$ cat config.mk
export PLATFORM = sky130hd
export DESIGN_NAME = tsdc_sqrt
export DESIGN_NICKNAME = d
export VERILOG_FILES = /design/src/sv/tsdc_pkg.sv /design/src/sv/tsdc_sqrt.sv
export SDC_FILE = /design/constraint.sdc
export NUM_CORES = 1
export LEC_CHECK = 0
export BUFFER_PORTS_ARGS = -buffer_cell sky130_fd_sc_hd__buf_4
export CAP_MARGIN = 0
export CORE_MARGIN = 4
export CORE_UTILIZATION = 55
export DETAILED_ROUTE_END_ITERATION = 10
export GPL_TIMING_DRIVEN = 0
export PLACE_DENSITY_LB_ADDON = 0.25
export SLEW_MARGIN = 20
export SYNTH_ARGS = -nofsm -noshare
export SYNTH_HDL_FRONTEND = slang
export SYNTH_SLANG_ARGS = --single-unit
$ cat constraint.sdc
create_clock -name i_clk -period 3.3 [get_ports i_clk]
set_clock_uncertainty 0.15 [all_clocks]
set_input_delay 0.99 -clock i_clk [delete_from_list [all_inputs] [get_ports i_clk]]
set_output_delay 0.99 -clock i_clk [all_outputs]
set_load 0.005 [all_outputs]
$ cat src/sv/tsdc_pkg.sv
// Shared types, widths and arithmetic helpers for the triangle skew direction correction block.
// Depends on nothing; every other file of the block imports this package.
`timescale 1ns / 1ps
`default_nettype none

package tsdc_pkg;

    // Fixed-point format and field widths
    localparam int FRAC_BITS = 14;
    localparam int W_SENSE   = 2;
    localparam int W_VAL     = 16;
    localparam int W_CFG     = 15;
    localparam int W_IDX     = 1;

    // Widths along the imbalance path (each rounding removes FRAC_BITS bits)
    localparam int W_DIFF = W_VAL + 1;
    localparam int W_P1   = W_DIFF + W_CFG + 1;
    localparam int W_D    = W_P1 - FRAC_BITS + 1;
    localparam int W_SUM  = W_D + 1;
    localparam int W_Q    = W_SUM + W_CFG + 1;
    localparam int W_DEL  = W_Q - FRAC_BITS + 1;
    localparam int W_E    = W_D + W_CFG + 1;
    localparam int W_T    = W_E - FRAC_BITS + 1;
    localparam int W_G    = W_DEL + W_CFG + 1;
    localparam int W_DR   = W_G - FRAC_BITS + 1;
    localparam int W_RND  = W_G;

    // Widths along the square root and rotation path
    localparam int W_C    = FRAC_BITS + 2;
    localparam int W_SQ   = 2 * W_C;
    localparam int W_X    = 2 * FRAC_BITS + 1;
    localparam int W_RT   = W_X + 1;
    localparam int W_ROOT = FRAC_BITS + 1;
    localparam int N_ITER = FRAC_BITS + 1;
    localparam int W_PR   = W_VAL + W_C;
    localparam int W_PS   = W_PR + 1;

    // Stream widths
    localparam int W_TDATA_IN  = 104;
    localparam int W_TDATA_OUT = 32;

    // Constants
    localparam logic signed [W_RND-1:0] ONE_R     = W_RND'(1) << FRAC_BITS;
    localparam logic        [W_RND-1:0] HALF_R    = W_RND'(1) << (FRAC_BITS - 1);
    localparam logic signed [W_RND-1:0] VAL_MAX_R = W_RND'((2 ** (W_VAL - 1)) - 1);
    localparam logic signed [W_RND-1:0] VAL_MIN_R = -VAL_MAX_R - W_RND'(1);
    localparam logic        [W_X-1:0]   ONE_SQ    = W_X'(1) << (2 * FRAC_BITS);
    localparam logic        [W_ROOT-1:0] ONE_ROOT = W_ROOT'(1) << FRAC_BITS;

    // Configuration register indexes and reset values
    localparam logic [W_IDX-1:0] REG_DAMP_FACTOR = 1'b0;
    localparam logic [W_IDX-1:0] REG_DEAD_BAND   = 1'b1;
    localparam logic [W_CFG-1:0] DAMP_RESET      = 15'd11469;
    localparam logic [W_CFG-1:0] BAND_RESET      = 15'd164;

    // One input item as unpacked from the stream
    typedef struct packed {
        logic [W_SENSE-1:0]      sense;
        logic signed [W_VAL-1:0] a1;
        logic signed [W_VAL-1:0] b1;
        logic signed [W_VAL-1:0] a2;
        logic signed [W_VAL-1:0] b2;
        logic signed [W_VAL-1:0] ci;
        logic signed [W_VAL-1:0] si;
    } t_in;

    // Decoded sense and the direction riding along the imbalance stages
    typedef struct packed {
        logic                    neg;
        logic                    zero;
        logic signed [W_VAL-1:0] ci;
        logic signed [W_VAL-1:0] si;
    } t_meta;

    // Decision, clamped sine and direction
    typedef struct packed {
        logic                    pass;
        logic signed [W_C-1:0]   dsel;
        logic signed [W_VAL-1:0] ci;
        logic signed [W_VAL-1:0] si;
    } t_dir;

    // Front end to square root: decision plus the square of the sine
    typedef struct packed {
        t_dir           dir;
        logic [W_X-1:0] sq;
    } t_sq_item;

    // Square root to rotation: decision plus the cosine
    typedef struct packed {
        t_dir              dir;
        logic [W_ROOT-1:0] cdel;
    } t_root_item;

    // One result item
    typedef struct packed {
        logic                    corrected;
        logic signed [W_VAL-1:0] sin_v;
        logic signed [W_VAL-1:0] cos_v;
    } t_res;

    // Round a product back to FRAC_BITS fraction bits, ties away from zero
    function automatic logic signed [W_RND-1:0] rnd_q(input logic signed [W_RND-1:0] x);
        logic [W_RND-1:0] mag;
        logic [W_RND-1:0] q;
        mag = x[W_RND-1] ? $unsigned(-x) : $unsigned(x);
        q = (mag + HALF_R) >> FRAC_BITS;
        rnd_q = x[W_RND-1] ? -$signed(q) : $signed(q);
    endfunction

    // Multiply by the rotation sense (-1, 0 or +1)
    function automatic logic signed [W_RND-1:0] apply_sense(
        input logic                    neg,
        input logic                    zero,
        input logic signed [W_RND-1:0] x
    );
        if (zero) begin
            apply_sense = '0;
        end else if (neg) begin
            apply_sense = -x;
        end else begin
            apply_sense = x;
        end
    endfunction

endpackage

`default_nettype wire

$ cat src/sv/tsdc_sqrt.sv
// Pipelined square root of ONE^2 - del^2, one result bit per stage, rounded to nearest.
// Depends on tsdc_pkg.
`timescale 1ns / 1ps
`default_nettype none

module tsdc_sqrt (
    input  logic                  i_clk,
    input  logic                  i_rst_n,
    input  logic                  i_en,
    input  logic                  i_valid,
    input  tsdc_pkg::t_sq_item    i_item,
    output logic                  o_valid,
    output tsdc_pkg::t_root_item  o_item
);
    import tsdc_pkg::*;

    logic [N_ITER+1:0] r_valid;
    logic [W_X-1:0]    r_rem  [0:N_ITER];
    logic [W_RT-1:0]   r_root [0:N_ITER];
    t_dir              r_dir  [0:N_ITER];
    t_root_item        r_out;
    logic              w_inc;

    // Valid bits
    always_ff @(posedge i_clk) begin
        if (!i_rst_n) begin
            r_valid <= '0;
        end else if (i_en) begin
            r_valid <= {r_valid[N_ITER:0], i_valid};
        end
    end

    // Radicand
    always_ff @(posedge i_clk) begin
        if (i_en) begin
            r_rem[0]  <= ONE_SQ - i_item.sq;
            r_root[0] <= '0;
            r_dir[0]  <= i_item.dir;
        end
    end

    // Digit-by-digit square root, one root bit per stage
    for (genvar k = 0; k < N_ITER; k++) begin : g_iter
        localparam logic [W_RT-1:0] BIT = W_RT'(1) << (2 * (FRAC_BITS - k));
        logic [W_RT-1:0] w_trial;
        logic            w_take;

        assign w_trial = r_root[k] + BIT;
        assign w_take  = (W_RT'(r_rem[k]) >= w_trial);

        always_ff @(posedge i_clk) begin
            if (i_en) begin
                r_rem[k+1]  <= w_take ? (r_rem[k] - W_X'(w_trial)) : r_rem[k];
                r_root[k+1] <= w_take ? ((r_root[k] >> 1) + BIT) : (r_root[k] >> 1);
                r_dir[k+1]  <= r_dir[k];
            end
        end
    end

    // Round up when the remainder exceeds the floor root
    assign w_inc = (W_RT'(r_rem[N_ITER]) > r_root[N_ITER]);

    always_ff @(posedge i_clk) begin
        if (i_en) begin
            r_out.dir  <= r_dir[N_ITER];
            r_out.cdel <= W_ROOT'(r_root[N_ITER]) + W_ROOT'(w_inc);
        end
    end

    assign o_valid = r_valid[N_ITER+1];
    assign o_item  = r_out;

    // The cosine never exceeds one
    a_cdel_range: assert property (@(posedge i_clk) disable iff (!i_rst_n)
        o_valid |-> (o_item.cdel <= ONE_ROOT))
        else $error("square root result above one");

    // A zero sine gives a cosine of exactly one
    a_cdel_unit: assert property (@(posedge i_clk) disable iff (!i_rst_n)
        (o_valid && (o_item.dir.dsel == '0)) |-> (o_item.cdel == ONE_ROOT))
        else $error("zero sine did not give unit cosine");

endmodule

`default_nettype wire

# Word level (Yosys, flattened, before mapping)

Memories as Yosys holds them, arrays and structs flattened. A register that Yosys moved wholly into a read port is not among the register bits.
Index checks and enable logic that the tools add are counted.

$add $sub $neg: 47
Multiply operators: 0
Div/mod/pow operators: 0
Order comparisons: 16
Equal/unequal tests: 0
Shifts and indexed selects: 0
Mux-type cells: 32
Bitwise logic cells: 0
Reduce and logical (&&, ||, !) cells: 0

Operators with widths:

| kind                   | number |
|---|---|
| $ge 29x30->1           | 15 |
| $mux 30                | 15 |
| $mux 29                | 15 |
| $sub 29x29->29         | 15 |
| $add 29x1->30 const B  | 1 |
| $add 29x11->30 const B | 1 |
| $add 29x13->30 const B | 1 |
| $add 29x15->30 const B | 1 |
| $add 29x17->30 const B | 1 |
| $add 29x19->30 const B | 1 |
| $add 29x21->30 const B | 1 |
| $add 29x23->30 const B | 1 |
| $add 29x25->30 const B | 1 |
| $add 29x27->30 const B | 1 |
| $add 29x29->30 const B | 1 |
| $add 29x3->30 const B  | 1 |
| $add 29x5->30 const B  | 1 |
| $add 29x7->30 const B  | 1 |
| $add 29x9->30 const B  | 1 |
| $add 30x1->30 const B  | 1 |
| $add 30x11->30 const B | 1 |
| $add 30x13->30 const B | 1 |
| $add 30x15->30 const B | 1 |
| $add 30x17->30 const B | 1 |
| other kinds (14)       | 15 |

Bits in registers: 32
Latch bits: 0
Bits in writable memories: 1728
Bits in read-only memories: 0
Input port bits: 82
Output and inout port bits: 65
Logic and storage cells: 100
Memories: 3

Memories:

| name   | depth | bits a word | read ports | clocked after memory_dff | write ports | RTL line        | RTL |
|---|---|---|---|---|---|---|---|
| r_dir  | 16    | 49          | 16         | 1                        | 16          | tsdc_sqrt.sv:20 | `t_dir r_dir [0:N_ITER];` |
| r_root | 16    | 30          | 16         | 0                        | 16          | tsdc_sqrt.sv:19 | `logic [W_RT-1:0] r_root [0:N_ITER];` |
| r_rem  | 16    | 29          | 16         | 0                        | 16          | tsdc_sqrt.sv:18 | `logic [W_X-1:0] r_rem [0:N_ITER];` |

# Depth between registers and ports, before layout

Word-level depth: 3
Depth in mapped cells: 16
Gate-level depth less buffers: 16

# Worst setup path after synthesis

Ideal clock, no wire load.

Path kind: register -> register
From: memory r_root[3][93] (netlist name)
To: register r_out (netlist bit o_item[14]), data pin
Arrival time: 2.921 ns
Data required time: 2.892 ns
Slack: -0.029 ns
Stages on the path, launching flop included: 16
Cells stage by stage: edfxtp_1 inv_1 ha_1 and4_1 a221oi_1 o21a_1 o21ai_0 a21oi_1 o21ai_0 ha_1 ha_1 nand2_1 or3_1 nor4_1 nand3_1 xnor2_1

RTL lines:

| element            | RTL line        | RTL |
|---|---|---|
| start: declaration | tsdc_sqrt.sv:19 |  |
| end: declaration   | tsdc_sqrt.sv:21 | `t_root_item r_out;` |

==> results.py <==
metrics = {
    "run_status": {
        "status": "complete, but fails checks",
        "failed_checks": "setup timing",
    },
    "floorplan": {
        "start_util_pct": 55.4,
        "die_width_um": 323,
        "die_h_um": 323,
        "core.rowCount": 115,
        "ioPinCount": 147,
        "dieArea_um2": 104000,
        "core_area_um2": 98400,
    },
    "logic_synthesis": {
        "syn-instance-count": 3112,
        "synth_top_area_share_pct": 78.9,
        "synth_cell_types": 89,
        "ys_ff_latch": 1449,
        "syn_nets": 3346,
        "synth_top_cell_by_area": "edfxtp_1",
        "synth_warnings": 0,
        "ys_seq_area_share_pct": 79.5,
        "syn_area_per_cell_um2": 17.5,
        "synthArstFlopShare_pct": 0,
        "synth_edf_count": 1432,
        "yosysMostFrequentCell": "edfxtp_1",
        "synth_area_um2": 54500,
        "yosys-top-cells-count": "edfxtp_1 (1432), inv_1 (179), ha_1 (151), nor2_1 (127), xnor2_1 (125)",
        "ys.flop_type": "edfxtp_1",
        "synth.area.top_cells": "edfxtp_1 (79%), ha_1 (3.5%), xnor2_1 (2.0%), xor2_1 (1.3%), inv_1 (1.2%)",
    },
    "grt": {
        "grt_usage_pct": 16.1,
        "grt_util_met2_pct": 29.3,
        "antenna_found_initial": 1,
        "grt_pass1_wl_mm": 134,
        "grt_max_degree": 170,
        "top_usage_layer": "met2",
        "grt-ovfl-total": 0,
        "grtUsageMet1_pct": 18.1,
        "grt_pass1_vias": 26800,
        "grt_use_met3_pct": 2.96,
    },
    "detailed_routing": {
        "routedWlPerCell_um": 17.2,
        "drc": 0,
        "wl_mm": 83.3,
        "first_pass_iters": 5,
        "via_count": 26000,
        "viasPerCell": 5.38,
        "first_iter_violations": 1725,
        "ant_nets": 0,
    },
    "sta": {
        "drv_slew": 0,
        "grt_setup_unrepaired": "true",
        "period_needed_ns": 3.30,
        "hold_viol": 0,
        "fin_ws_ns": -0.00249,
        "timing.hold.ws_ns": 0.254,
        "min_period_over_period_pct": 100,
        "tns_ns": -0.00249,
        "slew_headroom_pct": 40.0,
        "setup_viol": 1,
        "tightest_slew_ns": 0.899,
        "fmax_mhz": 303,
    },
    "critical_path": {
        "critPathMaxFanout": 3,
        "timing.rr.end": "o_item[14]$_DFFE_PP_",
        "critical_path_arrival_ns": 3.61,
        "ff2ff_setup_slack_ns": -0.002,
        "worstSetupEndpointType": "flop",
        "crit_required_ns": 3.61,
        "startpoint_type": "flop",
        "worstReg2RegStart": "r_rem[7][32]$_DFFE_PP_",
        "worst-setup-path-type": "flop to flop",
        "reg2regPathDepth": 15,
    },
    "final_layout": {
        "nNetsFinal": 3662,
        "final_cells": 4837,
        "area_growth_pct": 15.3,
        "diodes": 0,
        "drive_above_1_share_pct": 14.1,
    },
    "hold_path": {
        "min_to": "r_dir[12][6]$_DFFE_PP_",
        "min_from": "r_dir[11][6]$_DFFE_PP_",
        "hold_path_depth": 0,
        "hold_path.class": "flop to flop",
    },
    "cts": {
        "clkSlewWorstSetupHoldPaths_ns": 0.06,
        "ctsRootBufferMaster": "clkbuf_16",
        "clock_latency_ns": 0.74,
        "cts_buffers": 146,
        "cts.sinks": 1449,
        "cts_tree": "yes",
        "cts_htree_levels": 4,
        "clk_path_buf_depth": 3,
        "ctsHoldBuffers": 0,
    },
    "power": {
        "p_leak_nw": 22.7,
        "power.density_nw_per_um2": 686,
        "ir_worst_vdd_v": 0.000426,
    },
    "placed_design": {
        "place.gp.congestion": 0.961,
        "numPortBuffers": 146,
        "placed_cells": 4554,
        "dp_hpwl_mm": 53.8,
    },
    "job": {
        "cap_violations": 0,
    },
}
timing repair:
action | 4_1_cts | 5_1_grt
gates resized for setup | 28 | 39
endpoints found under the setup margin | 108 | 116
buffers inserted | 7 | 8
pin swaps | 12 | 7
gates cloned | 3 | 0
cell families after synthesis:
| group | share of synthesized area, % |
|---|---|
| buffers and inverters | 1.60 |
| XOR/XNOR | 3.31 |
| AO/OA/AOI/OAI | 4.48 |
| AND/OR/NAND/NOR | 6.41 |
| adder cells (fa/ha/maj) | 3.50 |
| flip-flops | 79.5 |
| multiplexers | 1.18 |
| other | 0.00688 |
worst max path at each step:
stage,start,to,slack (ns),cells past startpoint
after CTS,r_rem[7][32]$_DFFE_PP_,o_item[14]$_DFFE_PP_,-0.02,15
after global placement,i_en,r_valid[8]$_SDFFE_PN0P_,-11.33,5
after global routing,r_rem[7][32]$_DFFE_PP_,o_item[14]$_DFFE_PP_,-0.15,15
final,r_rem[7][32]$_DFFE_PP_,o_item[14]$_DFFE_PP_,-0.002,15
after detailed placement,i_en,r_valid[12]$_SDFFE_PN0P_,-1.70,8
after floorplan,i_item[9],r_rem[0][27]$_DFFE_PP_,-0.005,7
per-stage QoR:
step	setup WS (ns)	cell area, um^2	total power, mW	utilization, %
6_report	-0.00249	62800	43.1	63.8
5_1_grt	-0.148	62800	45.1	63.8
4_1_cts	-0.0231	62600	43.6	63.6
3_5_place_dp	-1.70	57500	27.1	58.4
3_3_place_gp	-11.33	57200	27.2	58.1
2_1_floorplan	-0.00489	54500	25.6	-
worst max-delay path, stage by stage (launching register included):
cell	delay [ns]
edfxtp_1	0.43
ha_4	0.30
a21o_1	0.11
a21o_1	0.12
a221oi_2	0.08
o21a_1	0.18
o21ai_1	0.14
a21oi_1	0.08
o21ai_1	0.19
ha_2	0.24
ha_4	0.13
nand2_2	0.04
or3_4	0.36
nor4_4	0.18
nand3_1	0.14
xnor2_1	0.14
sequential cells by signal (all words and copies together) (netlist names):
name,cells
r_root,120
r_valid,17
r_dir,784
r_rem,464
o_item,64
report_power, final:
part	total (mW)	switching (mW)	internal, mW
Combinational	3.92	2.23	1.69
Clock	16.3	6.75	9.57
Sequential	22.9	0.767	22.1
placed cells by master, fill, tap and decap left out, types with 39 or more instances in the layout:
| master | n |
|---|---|
| a21oi_1 | 90 |
| buf_4 | 161 |
| clkbuf_1 | 52 |
| clkbuf_16 | 146 |
| edfxtp_1 | 1432 |
| ha_1 | 142 |
| inv_1 | 179 |
| nand2_1 | 113 |
| nand3_1 | 44 |
| nor2_1 | 125 |
| nor3_1 | 73 |
| nor4_1 | 60 |
| o21a_1 | 39 |
| o21ai_0 | 87 |
| xnor2_1 | 124 |
| xor2_1 | 81 |
metal layers:
metal | vias up | part of all wire (%)
met1 | 12600 | 39
met4 | 0 | 4.5
met5 | - | 0
met3 | 233 | 3.8
li1 | 12600 | -
met2 | 563 | 53
cell type report:
type                            count  area (um^2)
Buffer                             37          201
Clock buffer                      184         3810
Clock inverter                     86         1060
Fill cell                        6787        35600
Inverter                          181          679
Multi-Input combinational cell   1440        10600
Sequential cell                  1449        43300
Tap cell                         1287         1610
Timing Repair Buffer              173         1570
(Power assumes the default switching activity.)
